$ cat config.mk
export PLATFORM = sky130hd
export DESIGN_NAME = spi_master_fifo_controller_unit
export DESIGN_NICKNAME = d
export VERILOG_FILES = /design/src/rtl/core/sfc_pkg.sv /design/src/rtl/core/spi_master_fifo_controller_unit.sv /design/src/rtl/core/sfc_fifo.sv
export SDC_FILE = /design/constraint.sdc
export NUM_CORES = 1
export LEC_CHECK = 0
export ABC_AREA = 1
export BUFFER_PORTS_ARGS = -buffer_cell sky130_fd_sc_hd__buf_2
export CAP_MARGIN = 15
export CORE_ASPECT_RATIO = 1.25
export CORE_MARGIN = 2
export CORE_UTILIZATION = 61
export DETAILED_ROUTE_END_ITERATION = 6
export PLACE_DENSITY = 0.91
export SYNTH_ARGS = -nofsm -noshare
export SYNTH_HDL_FRONTEND = slang
export SYNTH_SLANG_ARGS = --single-unit
$ cat constraint.sdc
create_clock -name aclk -period 4.5 [get_ports aclk]
set_input_delay 0.45 -clock aclk [delete_from_list [all_inputs] [get_ports aclk]]
set_output_delay 0.45 -clock aclk [all_outputs]
set_load 0.01 [all_outputs]
$ cat src/rtl/core/sfc_pkg.sv
// ----------------------------------------------------------------------------
// sfc_pkg
// Shared register map, bit positions and FIFO control types for the SPI
// master FIFO controller.
// ----------------------------------------------------------------------------
package sfc_pkg;

    // item kinds carried in tuser
    localparam logic [1:0] MODE_READ  = 2'd0;
    localparam logic [1:0] MODE_WRITE = 2'd1;
    localparam logic [1:0] MODE_TICK  = 2'd2;

    // register byte offsets
    localparam logic [6:0] ADDR_GIE = 7'h1c;
    localparam logic [6:0] ADDR_ISR = 7'h20;
    localparam logic [6:0] ADDR_IER = 7'h28;
    localparam logic [6:0] ADDR_SRR = 7'h40;
    localparam logic [6:0] ADDR_CR  = 7'h62;
    localparam logic [6:0] ADDR_SR  = 7'h67;
    localparam logic [6:0] ADDR_DTR = 7'h6b;
    localparam logic [6:0] ADDR_DRR = 7'h6f;
    localparam logic [6:0] ADDR_SSR = 7'h70;

    localparam logic [31:0] SRR_KEY = 32'h0000_000a;
    localparam int          GIE_BIT = 31;

    localparam logic [8:0] CR_RESET      = 9'h180;
    localparam logic [8:0] CR_STORE_MASK = 9'h19f;
    localparam int CR_ENABLE  = 1;
    localparam int CR_MASTER  = 2;
    localparam int CR_CPOL    = 3;
    localparam int CR_CPHA    = 4;
    localparam int CR_TXRST   = 5;
    localparam int CR_RXRST   = 6;
    localparam int CR_INHIBIT = 8;

    localparam int ISR_TX_EMPTY   = 2;
    localparam int ISR_RX_FULL    = 4;
    localparam int ISR_RX_OVERRUN = 5;

    localparam int IN_TDATA_W  = 40;
    localparam int OUT_TDATA_W = 56;

    typedef struct packed {
        logic push;
        logic pop;
        logic clear;
    } fifo_ctrl_t;

    typedef struct packed {
        logic empty;
        logic full;
        logic one_left;
    } fifo_stat_t;

endpackage

$ cat src/rtl/core/spi_master_fifo_controller_unit.sv
// Flow: a beat accepted on s_ is held in the input register, worked on in one
// pass, and its result is held in the output register that drives m_.
// Throughput: one beat per cycle while m_ is not stalled; each beat needs at
// most one push or pop per FIFO and a one-bit shift in one processing stage.
// Reset: aresetn (synchronous, active low) clears all control state and
// empties both FIFOs; a write of 0x0a to the reset register does the same.
// ----------------------------------------------------------------------------
// spi_master_fifo_controller_unit
// Register map, FIFOs and bit-time shift engine of an 8-bit SPI master,
// driven by bus read, bus write and tick beats.
// ----------------------------------------------------------------------------
module spi_master_fifo_controller_unit #(
    parameter int FIFO_DEPTH   = 16,
    parameter int SELECT_LINES = 16
) (
    input  logic                             aclk,
    input  logic                             aresetn,
    // tdata: address[6:0], write_data[38:7], miso_bit[39]
    input  logic [sfc_pkg::IN_TDATA_W-1:0]   s_tdata,
    // tuser: mode[1:0]
    input  logic [1:0]                       s_tuser,
    input  logic                             s_tvalid,
    output logic                             s_tready,
    // tdata: read_data[31:0], mosi_bit[32], bit_shifted[33],
    //        clock_idle_level[34], clock_phase[35], slave_select[51:36],
    //        interrupt_request[52], zero[55:53]
    output logic [sfc_pkg::OUT_TDATA_W-1:0]  m_tdata,
    output logic                             m_tvalid,
    input  logic                             m_tready
);
    import sfc_pkg::*;

    // input register
    logic        in_valid_reg, in_valid_next;
    logic [1:0]  in_mode_reg;
    logic [6:0]  in_addr_reg;
    logic [31:0] in_wdata_reg;
    logic        in_miso_reg;

    // output register
    logic                   m_valid_reg, m_valid_next;
    logic [OUT_TDATA_W-1:0] m_data_reg;
    logic [OUT_TDATA_W-1:0] m_data_next;

    // block state
    logic [8:0]              ctrl_reg, ctrl_next;
    logic [7:0]              shift_reg, shift_next;
    logic [2:0]              bit_idx_reg, bit_idx_next;
    logic                    shifting_reg, shifting_next;
    logic [SELECT_LINES-1:0] sel_reg, sel_next;
    logic [5:0]              isr_reg, isr_next;
    logic [5:0]              ier_reg, ier_next;
    logic                    gie_reg, gie_next;

    fifo_ctrl_t tx_ctrl, rx_ctrl;
    fifo_stat_t tx_stat, rx_stat;
    logic [7:0] tx_head, rx_head;
    logic [7:0] rx_wdata;

    logic        advance;
    logic        fire;
    logic        spi_enabled;
    logic [7:0]  byte_cur;
    logic [7:0]  byte_new;
    logic [31:0] rdata;
    logic        mosi;
    logic        shifted;
    logic [31:0] sel_ext;
    logic        irq;

    assign advance  = !m_valid_reg || m_tready;
    assign s_tready = !in_valid_reg || advance;
    assign fire     = in_valid_reg && advance;

    assign in_valid_next = s_tready ? s_tvalid : in_valid_reg;
    assign m_valid_next  = fire ? 1'b1 : (m_tready ? 1'b0 : m_valid_reg);

    assign spi_enabled = ctrl_reg[CR_ENABLE] && ctrl_reg[CR_MASTER] && !ctrl_reg[CR_INHIBIT];
    assign byte_cur    = shifting_reg ? shift_reg : tx_head;
    assign byte_new    = {byte_cur[6:0], in_miso_reg};

    always_comb begin
        ctrl_next     = ctrl_reg;
        shift_next    = shift_reg;
        bit_idx_next  = bit_idx_reg;
        shifting_next = shifting_reg;
        sel_next      = sel_reg;
        isr_next      = isr_reg;
        ier_next      = ier_reg;
        gie_next      = gie_reg;
        tx_ctrl       = '0;
        rx_ctrl       = '0;
        rx_wdata      = byte_new;
        rdata         = '0;
        mosi          = 1'b0;
        shifted       = 1'b0;

        if (fire) begin
            case (in_mode_reg)
                MODE_READ: begin
                    case (in_addr_reg)
                        ADDR_GIE: rdata[GIE_BIT] = gie_reg;
                        ADDR_ISR: rdata = 32'(isr_reg);
                        ADDR_IER: rdata = 32'(ier_reg);
                        ADDR_CR:  rdata = 32'(ctrl_reg);
                        ADDR_SR:  rdata = {28'd0, tx_stat.full, tx_stat.empty,
                                           rx_stat.full, rx_stat.empty};
                        ADDR_DRR: begin
                            if (!rx_stat.empty) begin
                                rdata       = 32'(rx_head);
                                rx_ctrl.pop = 1'b1;
                            end
                        end
                        ADDR_SSR: rdata = 32'(sel_reg);
                        default:  rdata = '0;
                    endcase
                end
                MODE_WRITE: begin
                    case (in_addr_reg)
                        ADDR_GIE: gie_next = in_wdata_reg[GIE_BIT];
                        ADDR_ISR: isr_next = isr_reg & ~in_wdata_reg[5:0];
                        ADDR_IER: ier_next = in_wdata_reg[5:0];
                        ADDR_SRR: begin
                            if (in_wdata_reg == SRR_KEY) begin
                                ctrl_next     = CR_RESET;
                                shift_next    = '0;
                                bit_idx_next  = '0;
                                shifting_next = 1'b0;
                                sel_next      = '1;
                                isr_next      = '0;
                                ier_next      = '0;
                                gie_next      = 1'b0;
                                tx_ctrl.clear = 1'b1;
                                rx_ctrl.clear = 1'b1;
                            end
                        end
                        ADDR_CR: begin
                            tx_ctrl.clear = in_wdata_reg[CR_TXRST];
                            rx_ctrl.clear = in_wdata_reg[CR_RXRST];
                            ctrl_next     = in_wdata_reg[8:0] & CR_STORE_MASK;
                        end
                        ADDR_DTR: tx_ctrl.push = 1'b1;
                        ADDR_SSR: sel_next = in_wdata_reg[SELECT_LINES-1:0];
                        default:  ;
                    endcase
                end
                MODE_TICK: begin
                    if (spi_enabled && (shifting_reg || !tx_stat.empty)) begin
                        // load a fresh byte when none is in flight
                        tx_ctrl.pop = !shifting_reg;
                        mosi        = byte_cur[7];
                        shifted     = 1'b1;
                        shift_next  = byte_new;
                        if (bit_idx_reg == 3'd7) begin
                            shifting_next = 1'b0;
                            bit_idx_next  = '0;
                            if (rx_stat.full) begin
                                isr_next[ISR_RX_OVERRUN] = 1'b1;
                            end else begin
                                rx_ctrl.push = 1'b1;
                            end
                            if (rx_stat.full || rx_stat.one_left) begin
                                isr_next[ISR_RX_FULL] = 1'b1;
                            end
                            if (tx_stat.empty) begin
                                isr_next[ISR_TX_EMPTY] = 1'b1;
                            end
                        end else begin
                            shifting_next = 1'b1;
                            bit_idx_next  = bit_idx_reg + 1'b1;
                        end
                    end
                end
                default: ;
            endcase
        end
    end

    assign sel_ext = 32'(sel_next);
    assign irq     = gie_next && ((isr_next & ier_next) != '0);

    assign m_data_next = {3'b000, irq, sel_ext[15:0], ctrl_next[CR_CPHA],
                          ctrl_next[CR_CPOL], shifted, mosi, rdata};

    sfc_fifo #(.DEPTH(FIFO_DEPTH)) u_tx_fifo (
        .aclk      (aclk),
        .aresetn   (aresetn),
        .ctrl      (tx_ctrl),
        .wr_data   (in_wdata_reg[7:0]),
        .head_data (tx_head),
        .stat      (tx_stat)
    );

    sfc_fifo #(.DEPTH(FIFO_DEPTH)) u_rx_fifo (
        .aclk      (aclk),
        .aresetn   (aresetn),
        .ctrl      (rx_ctrl),
        .wr_data   (rx_wdata),
        .head_data (rx_head),
        .stat      (rx_stat)
    );

    always_ff @(posedge aclk) begin
        if (!aresetn) begin
            in_valid_reg <= 1'b0;
            m_valid_reg  <= 1'b0;
            ctrl_reg     <= CR_RESET;
            shift_reg    <= '0;
            bit_idx_reg  <= '0;
            shifting_reg <= 1'b0;
            sel_reg      <= '1;
            isr_reg      <= '0;
            ier_reg      <= '0;
            gie_reg      <= 1'b0;
        end else begin
            in_valid_reg <= in_valid_next;
            m_valid_reg  <= m_valid_next;
            ctrl_reg     <= ctrl_next;
            shift_reg    <= shift_next;
            bit_idx_reg  <= bit_idx_next;
            shifting_reg <= shifting_next;
            sel_reg      <= sel_next;
            isr_reg      <= isr_next;
            ier_reg      <= ier_next;
            gie_reg      <= gie_next;
        end
    end

    always_ff @(posedge aclk) begin
        if (s_tvalid && s_tready) begin
            in_mode_reg  <= s_tuser;
            in_addr_reg  <= s_tdata[6:0];
            in_wdata_reg <= s_tdata[38:7];
            in_miso_reg  <= s_tdata[39];
        end
        if (fire) begin
            m_data_reg <= m_data_next;
        end
    end

    assign m_tvalid = m_valid_reg;
    assign m_tdata  = m_data_reg;

`ifndef SYNTHESIS
    a_idle_index_zero: assert property (@(posedge aclk) disable iff (!aresetn)
        !shifting_reg |-> (bit_idx_reg == '0))
        else $error("bit index nonzero with no byte in flight");

    a_rx_full_not_empty: assert property (@(posedge aclk) disable iff (!aresetn)
        !(rx_stat.full && rx_stat.empty))
        else $error("receive FIFO reports full and empty at once");

    a_result_from_stage: assert property (@(posedge aclk) disable iff (!aresetn)
        $rose(m_valid_reg) |-> $past(in_valid_reg))
        else $error("result beat appeared without a registered input beat");
`endif

endmodule

$ cat src/rtl/core/sfc_fifo.sv
// ----------------------------------------------------------------------------
// sfc_fifo
// Byte FIFO on a one-write one-read memory with a registered head word
// that always shows the oldest entry.
// ----------------------------------------------------------------------------
module sfc_fifo #(
    parameter int DEPTH = 16
) (
    input  logic               aclk,
    input  logic               aresetn,
    input  sfc_pkg::fifo_ctrl_t ctrl,
    input  logic [7:0]         wr_data,
    output logic [7:0]         head_data,
    output sfc_pkg::fifo_stat_t stat
);
    import sfc_pkg::*;

    localparam int PTR_W = (DEPTH > 1) ? $clog2(DEPTH) : 1;
    localparam int CNT_W = $clog2(DEPTH + 1);

    logic [7:0]       mem [DEPTH];
    logic [PTR_W-1:0] wr_ptr_reg, wr_ptr_next;
    logic [PTR_W-1:0] rd_ptr_reg, rd_ptr_next;
    logic [CNT_W-1:0] count_reg, count_next;
    logic [7:0]       head_reg;
    logic             push_ok;
    logic             pop_ok;

    assign stat.empty    = (count_reg == '0);
    assign stat.full     = (count_reg == CNT_W'(DEPTH));
    assign stat.one_left = (count_reg == CNT_W'(DEPTH - 1));

    assign push_ok = ctrl.push && !ctrl.clear && !stat.full;
    assign pop_ok  = ctrl.pop && !ctrl.clear && !stat.empty;

    always_comb begin
        wr_ptr_next = wr_ptr_reg;
        rd_ptr_next = rd_ptr_reg;
        count_next  = count_reg;
        if (ctrl.clear) begin
            wr_ptr_next = '0;
            rd_ptr_next = '0;
            count_next  = '0;
        end else begin
            if (push_ok) begin
                wr_ptr_next = (wr_ptr_reg == PTR_W'(DEPTH - 1)) ? '0 : wr_ptr_reg + 1'b1;
            end
            if (pop_ok) begin
                rd_ptr_next = (rd_ptr_reg == PTR_W'(DEPTH - 1)) ? '0 : rd_ptr_reg + 1'b1;
            end
            count_next = count_reg + CNT_W'(push_ok) - CNT_W'(pop_ok);
        end
    end

    always_ff @(posedge aclk) begin
        if (!aresetn) begin
            wr_ptr_reg <= '0;
            rd_ptr_reg <= '0;
            count_reg  <= '0;
        end else begin
            wr_ptr_reg <= wr_ptr_next;
            rd_ptr_reg <= rd_ptr_next;
            count_reg  <= count_next;
        end
    end

    always_ff @(posedge aclk) begin
        if (push_ok) begin
            mem[wr_ptr_reg] <= wr_data;
        end
    end

    // prefetch the next head; forward a byte written into that slot this cycle
    always_ff @(posedge aclk) begin
        if (push_ok && (wr_ptr_reg == rd_ptr_next)) begin
            head_reg <= wr_data;
        end else begin
            head_reg <= mem[rd_ptr_next];
        end
    end

    assign head_data = head_reg;

endmodule

==> impl_summary.txt, run 1 <==
----------------------------------------------------
[Die]
  Boundary pin count ... 104
  Placement Rows ... 69
  Placeable core region ... 28,400 µm²
  Height of the die ... 194 µm
  Horizontal extent of the die ... 156 µm
  Initial Utilization ... 0.620
  DIE AREA ... 30,200 µm²

[Worst setup path]
  Count of buffer and inverter cells on the critical path ... 6
  Crit path cell chain ... inv_1 > nand2_1 > nor2_1 > nand2_1 > nor2_1 > nand2_1 > nor2_2 > buf_4 > a31oi_4 > nand2_2 > inv_2 > ha_1 > inv_1 > fa_1 > inv_1 > a21oi_1 > nor2_1 > nor2_1 > xor2_1 > inv_1 > nor2_1
  Peak per-stage delay on the critical path ... a little over 0.8 ns
  Master of the slowest instance on the critical path ... sky130_fd_sc_hd__edfxtp_1
  Critical path startpoint ... in_wdata_reg[5]
  Largest driver fanout on the critical path ... 19
  Crit-path most repeated cell ... sky130_fd_sc_hd__nor2_1
  Critical path data required time ... a little under 5 ns
  Arrival time reported for the critical path endpoint ... 4.14 ns
  Worst r2r src ... in_wdata_reg[5]
  Critical path capture point type ... register
  Worst setup path category ... register to register
  Startpoint type of the worst setup path ... register
  Dominant delay contributor by cell family on the critical path ... simple AND/OR/NAND/NOR gates

[Synth]
  Sequential-to-total area share from yosys stat ... 0.669
  Dominant register cell in the synthesized netlist ... sky130_fd_sc_hd__edfxtp_1
  Share of synthesized registers carrying an async set or reset ... 0
  Number of warnings issued by yosys ... 0
  Number of enable-type register cells in the synthesized netlist ... roughly 340
  Count of distinct cell types in the synthesized netlist ... 55
  Number of synthesized register bits ... 420
  Mean area per synthesized cell ... 11.1 µm²
  Mapped Cells ... 1,581
  Post-synthesis instance area ... ~18,000 µm²

[Drt]
  Initial detailed-routing violation count ... approximately 2,200
  Per-cell via count in the routed design ... roughly 6.5
  Routed WL ... about 47,000 µm
  DR WL/cell ... 23.3 µm
  Remaining design rule violation count ... 0
  ANT nets after route ... 0
  Total vias in the final route ... 13,200
  1st-pass router iterations ... 6

[STA]
  Max-slew headroom ... 0.200
  Clock Skew ... 0.0166 ns
  Final setup vio count ... 0
  Final hold violation count ... 0
  Max frequency ... 0.273 GHz
  Post-route fraction of the period consumed by the critical path ... 0.815
  Max-slew violation count ... 0
  Setup repair after global routing missed its margin ... no
  Setup TNS ... 0 ns
  Transition time at the pin with the least slew margin ... 1.20 ns
  Worst-case hold slack ... 0.0876 ns
  Post-layout min period ... between 3 and 4 ns

[Global routing]
  Remaining Overflow, GRT ... 0
  Maximum number of pins on one net before global-route repair ... 70
  Antenna violations before repair ... 1
  Global routing usage summed across all routing layers ... 0.315
  Number of global-route vias before repair ... between 10,000 and 15,000
  Global-route wire length before repair ... 72,400 µm

[Pwr]
  Worst VDD drop ... 447 µV
  Lkg Pwr ... 7.00 nW
  Post-layout total power ... 7.52 mW
  Power per cell area ... between 300 and 400 nW/µm²

[Hold path]
  Critical hold path startpoint ... s_tdata[38]
  Hold/Removal Path Class ... input port to register

[Placement]
  Port Buffer Count ... 85
  Detailed Place HPWL ... 28,900 µm
  Placed insts ... 1,972
  Placer congestion estimate ... between 0.9 and 1

[Clock network]
  Maximum level of the CTS H-tree ... 2
  Clock Pin Slew Worst Setup and Hold Paths ... 0.07 ns
  Total CTS buffers ... 35
  Post-cts sizing count ... 0
  Cell at the root of the clock tree ... sky130_fd_sc_hd__clkbuf_16
  Worst-case clock buffer depth ... 3
  Clk sinks ... 420
  Clock latency at the later pin of the worst-skew pair ... roughly 0.55 ns
  Number of hold buffers added after cts ... 0
  # Post-CTS Setup Buffers ... 0
  Clock tree from TritonCTS ... yes

[Final layout]
  Layout Cells excl Fill ... 2,034
  Share of layout cells above drive strength 1 ... 0.119
  Most common library cell in the layout ignoring fill and taps ... sky130_fd_sc_hd__edfxtp_1
  Filler Cell Count ... 1,714
  Most frequent cells in the layout ... sky130_fd_sc_hd__edfxtp_1 (336), sky130_fd_sc_hd__nor2_1 (229), sky130_fd_sc_hd__nand2_1 (182)
  Count of nets after finishing ... ~1,700
  Number of antenna cells inserted ... 0
  Layout Utilization ... 0.683
  Area Growth Syn to Fin ... 10.2%

[Run]
  Number of violations of the max-capacitance limit ... 0

[Run status]
  Outcome ... finished clean

----------------------------------------------------
==> final timing paths <==
check | slack, ns | end | cells past startpoint
setup / recovery | 0.83 | u_rx_fifo.count_reg[4] | 21
setup reg to reg | 0.83 | u_rx_fifo.count_reg[4] | 21
hold reg to reg | 0.47 | ctrl_reg[0] | 2
hold / removal | 0.09 | in_wdata_reg[31] | 1
==> worst register-to-register path, delay by kind of cell, from the launching register on <==
family	cells	cell delay (ns)
xor+xnor	1	0.17
simple gates	10	0.89
flops	1	0.82
fa+ha+maj	2	0.64
buf+inv	6	0.80
compound gates	2	0.32
==> report_power, final <==
part           internal (mW)  switching [mW]
registers               4.21          0.0385
clock network           1.72            1.41
logic                 0.0389           0.105
==> cell type report <==
cell class	count	area (µm²)	area share
well taps	355	444	0.0229
flip-flops and latches	420	11800	0.607
inverters	162	608	0.0313
clock buffers	48	976	0.0503
repair buffers	101	546	0.0281
clock inverters	14	179	0.00922
multi-input cells	934	4870	0.251
==> metal layers <==
layer,vias to the layer above,part of all wire,GRT usage
met4,2,0.074,0.192
met5,-,0.00027,0
li1,5624,-,-
met2,1174,0.49,0.530
met3,259,0.11,0.0492
met1,6169,0.33,0.381
==> per-stage QoR <==
step	area (µm²)	setup slack [ns]
2_1_floorplan	17700	1.10
3_5_place_dp	18200	1.01
6_report	19400	0.832
3_3_place_gp	18200	1.22
4_1_cts	19400	0.954
5_1_grt	19400	0.636
==> cell families (layout without fill, tap and decap cells) <==
family | Yosys count | in the layout | synth area share
AOI/OAI and AO/OA | 347 | 347 | 0.116
xor gates and xnor gates | 8 | 8 | 0.00398
adders and majority gates | 30 | 30 | 0.0222
buffers and inverters | 244 | 325 | 0.0581
DFF | 420 | 420 | 0.669
muxes | 1 | 1 | 0.000569
other | 1 | 18 | 0.000213
and+or+nand+nor | 530 | 530 | 0.131
==> synthesized netlist by cell type (3+ instances only) <==
cell type / count / area, µm²
sky130_fd_sc_hd__a21oi_1: 77 / 385
sky130_fd_sc_hd__inv_1: 152 / 571
sky130_fd_sc_hd__o21ai_1: 8 / 40.0
sky130_fd_sc_hd__nand4_1: 7 / 43.8
sky130_fd_sc_hd__clkinv_1: 3 / 11.3
sky130_fd_sc_hd__nor2_2: 7 / 43.8
sky130_fd_sc_hd__nand3_2: 4 / 40.0
sky130_fd_sc_hd__xor2_1: 6 / 52.6
sky130_fd_sc_hd__nor2_1: 229 / 860
sky130_fd_sc_hd__a22oi_1: 3 / 22.5
sky130_fd_sc_hd__o221ai_1: 34 / 298
sky130_fd_sc_hd__nand3_1: 47 / 235
sky130_fd_sc_hd__nor3_1: 22 / 110
sky130_fd_sc_hd__o211ai_1: 16 / 120
sky130_fd_sc_hd__nand2_2: 7 / 43.8
sky130_fd_sc_hd__nor4_1: 3 / 18.8
sky130_fd_sc_hd__nor2_4: 6 / 67.6
sky130_fd_sc_hd__buf_2: 17 / 85.1
sky130_fd_sc_hd__inv_2: 7 / 26.3
sky130_fd_sc_hd__clkbuf_1: 44 / 165
sky130_fd_sc_hd__nand2_1: 182 / 683
sky130_fd_sc_hd__o21ai_0: 161 / 806
sky130_fd_sc_hd__buf_4: 19 / 143
sky130_fd_sc_hd__a211oi_1: 4 / 30.0
sky130_fd_sc_hd__a31oi_1: 7 / 43.8
sky130_fd_sc_hd__ha_1: 28 / 350
sky130_fd_sc_hd__o21a_1: 8 / 60.1
sky130_fd_sc_hd__o22ai_1: 18 / 113
sky130_fd_sc_hd__edfxtp_1: 336 / 10100
sky130_fd_sc_hd__dfxtp_1: 84 / 1680
No activity file was read; power rests on OpenSTA's default activity.
==> inputs of run 2 (changes only) <==
ABC_AREA = 0   (was 1)
CORE_UTILIZATION = 60   (was 61)
PLACE_DENSITY = 0.9   (was 0.91)
clock period = 3.62 ns   (was 4.5 ns; I/O delays follow)
==> run 2 against run 1 <==
Global-route usage down 4.6 points; die area down 1.6%; largest power group unchanged; first-iteration DRC count down 38%; clock skew up 0.0099 ns; critical endpoint is now u_tx_fifo.count_reg[4]; count of clock-buffer cells in the layout up 1; synthesized cell count down 31%; clock power up 23%; combinational power up 46%; design area up 0.21%; critical path type unchanged; cell count down 20%; critical path depth down 6.
==> impl_summary.txt, run 2 <==
----------------------------------------------------
[Synth]
  Post-synth top area cell ... sky130_fd_sc_hd__edfxtp_1
  Number of warnings issued by yosys ... 0
  Most common library cells after synthesis ... sky130_fd_sc_hd__edfxtp_1 (336), sky130_fd_sc_hd__nand2_1 (90), sky130_fd_sc_hd__dfxtp_1 (84)
  Number of synthesized register bits ... between 400 and 500
  Most common cell in the netlist ... sky130_fd_sc_hd__edfxtp_1
  Share of synthesized registers carrying an async set or reset ... 0
  Mapped Cells ... 1,087
  Dominant register cell in the synthesized netlist ... sky130_fd_sc_hd__edfxtp_1
  Cells taking the most area after synthesis ... sky130_fd_sc_hd__edfxtp_1 (59%), sky130_fd_sc_hd__mux4_2 (10%), sky130_fd_sc_hd__dfxtp_1 (9.9%)
  Count of distinct cell types in the synthesized netlist ... 65
  Synth top area share ... 0.592
  Sequential-to-total area share from yosys stat ... 0.691
  Number of enable-type register cells in the synthesized netlist ... roughly 340
  Mean area per synthesized cell ... about 16 µm²
  Post-synthesis instance area ... 17,000 µm²

[Clock network]
  Cell at the root of the clock tree ... sky130_fd_sc_hd__clkbuf_16
  Clock Pin Slew Worst Setup and Hold Paths ... 0.07 ns
  Clock tree from TritonCTS ... yes
  Clk sinks ... 420
  Total CTS buffers ... 38
  Number of hold buffers added after cts ... 4
  Post-cts sizing count ... 0
  Clock latency at the later pin of the worst-skew pair ... 0.54 ns
  Worst-case clock buffer depth ... 3
  Maximum level of the CTS H-tree ... 2
  # Post-CTS Setup Buffers ... 0

[Drt]
  Routed WL ... 40,200 µm
  ANT nets after route ... 0
  Initial detailed-routing violation count ... 1,381
  DR WL/cell ... 24.8 µm
  Total vias in the final route ... ~11,000
  Remaining design rule violation count ... 0
  Per-cell via count in the routed design ... ~6.5
  1st-pass router iterations ... 6

[Run]
  Number of violations of the max-capacitance limit ... 0

[Final layout]
  Multi-input combinational cell area ... between 4000 and 5000 µm²
  Area Growth Syn to Fin ... 14.1%
  Count of nets after finishing ... 1,315
  Most frequent cells in the layout ... sky130_fd_sc_hd__edfxtp_1 (336), sky130_fd_sc_hd__nand2_1 (90), sky130_fd_sc_hd__buf_2 (85)
  Number of antenna cells inserted ... 0
  Share of layout cells above drive strength 1 ... 0.231
  Layout Utilization ... 0.701
  Layout Cells excl Fill ... 1,619
  Total area of sequential cells ... between 10,000 and 15,000 µm²
  Filler Cell Count ... 1,600
  Layout Cell Area excl Fill ... a little under 20,000 µm²
  Most common library cell in the layout ignoring fill and taps ... sky130_fd_sc_hd__edfxtp_1

[Worst setup path]
  Peak per-stage delay on the critical path ... approximately 0.43 ns
  Crit path cell chain ... nor4_1 > buf_4 > and4_1 > nand3_1 > a21oi_1 > nor2b_1 > ha_1 > inv_1 > ha_1 > fa_1 > a21oi_1 > nor2_1 > nor2_1 > xnor2_1 > nor2_1
  Arrival time reported for the critical path endpoint ... 3.71 ns
  Largest driver fanout on the critical path ... 3
  Startpoint type of the worst setup path ... register
  Crit-path most repeated cell ... sky130_fd_sc_hd__nor2_1
  Master of the slowest instance on the critical path ... sky130_fd_sc_hd__edfxtp_1
  Critical path data required time ... 4.01 ns
  Critical path capture point type ... register
  Worst setup path category ... register to register

[Pwr]
  Switching part of the total ... 0.204
  Post-layout total power ... 9.32 mW
  Net load switching power ... approximately 1.9 mW
  Worst VDD drop ... about 420 µV
  Combinational group share of total power ... 0.023
  Relative contribution of sequential cells to total power ... 0.564
  Power per cell area ... 479 nW/µm²
  Clock network fraction of design power ... 0.413
  Internal power ... around 7.4 mW
  Lkg Pwr ... 6.50 nW

[STA]
  Max-slew violation count ... 0
  Final hold violation count ... 0
  Clock Skew ... 0.0265 ns
  Setup TNS ... 0 ns
  Post-route fraction of the period consumed by the critical path ... 0.917
  Worst-case hold slack ... 0.000903 ns
  Max frequency ... 0.301 GHz
  Post-layout min period ... 3.32 ns
  Final setup vio count ... 0
  Setup repair after global routing missed its margin ... no
  Worst Setup Slack, final ... about 0.30 ns
  Transition time at the pin with the least slew margin ... 0.972 ns
  Max-slew headroom ... 0.352

[Placement]
  Placed insts ... 1,534
  Detailed Place HPWL ... 24,400 µm
  Placer congestion estimate ... around 0.9
  Placed cell area ... 18,100 µm²
  Port Buffer Count ... 85
  Pre-CTS worst setup slack ... 0.439 ns

[Global routing]
  Number of global-route vias before repair ... 10,400
  Remaining Overflow, GRT ... 0
  Maximum number of pins on one net before global-route repair ... 43
  Global-route wire length before repair ... roughly 60,000 µm
  Antenna violations before repair ... 1
  Global routing usage summed across all routing layers ... 0.269

[Die]
  Placeable core region ... 27,700 µm²
  Horizontal extent of the die ... 155 µm
  Height of the die ... around 190 µm
  Placement Rows ... 68
  Initial Utilization ... 0.614
  Boundary pin count ... ~100
  DIE AREA ... 29,800 µm²

[Hold path]
  Hold/Removal Path Class ... input port to register

[Run status]
  Outcome ... finished clean

----------------------------------------------------
[run 2: cells by family (layout without fill, tap and decap cells)]
kind of cell,after synthesis,after routing,synth area share
AO/OA/AOI/OAI,110,110,0.0438
XOR/XNOR,13,13,0.00668
adder cells (fa/ha/maj),30,30,0.0229
buffers and inverters,99,264,0.0271
flip-flops,420,420,0.691
multiplexers,107,107,0.119
other,1,18,0.000220
AND/OR/NAND/NOR,307,307,0.0893
[run 2: critical path: cells and delay by family (launching register included)]
| kind | cells | cell delay, ns |
|---|---|---|
| compound gates | 2 | 0.40 |
| buf+inv | 2 | 0.23 |
| flops | 1 | 0.43 |
| fa+ha+maj | 3 | 0.91 |
| simple gates | 7 | 1.07 |
| xor+xnor | 1 | 0.12 |
[run 2: area by class of cell]
type / count / area share
inverter: 33 / 0.00637
clock buffer: 49 / 0.0516
clock inverter: 21 / 0.00914
sequential: 420 / 0.606
timing repair buffer: 161 / 0.0544
multi-input combinational: 585 / 0.250
tap: 350 / 0.0225
[run 2: metal layers]
| metal | vias to the layer above | GRT usage | routed length (µm) |
|---|---|---|---|
| li1 | 4449 | - | - |
| met1 | 5148 | 0.334 | 13900 |
| met2 | 758 | 0.477 | 20900 |
| met3 | 148 | 0.0429 | 3720 |
| met4 | 2 | 0.108 | 1680 |
| met5 | - | 0 | 11 |
[run 2: final timing paths]
| kind | startpoint | endpoint | slack (ns) | cells past startpoint |
|---|---|---|---|---|
| min reg2reg | shift_reg[3] | shift_reg[3] | 0.45 | 2 |
| max | in_wdata_reg[9] | u_tx_fifo.count_reg[4] | 0.30 | 15 |
| max reg2reg | in_wdata_reg[9] | u_tx_fifo.count_reg[4] | 0.30 | 15 |
| min | s_tdata[30] | in_wdata_reg[23] | 0.0009 | 1 |
[run 2: power by group through the flow]
stage / clock network (mW) / logic (mW) / registers, mW
floorplan: 0 / 0.0894 / 5.37
global placement: 0 / 0.179 / 5.36
detailed placement: 0 / 0.188 / 5.36
CTS: 3.86 / 0.194 / 5.26
global route: 4.05 / 0.219 / 5.26
finish: 3.85 / 0.210 / 5.26
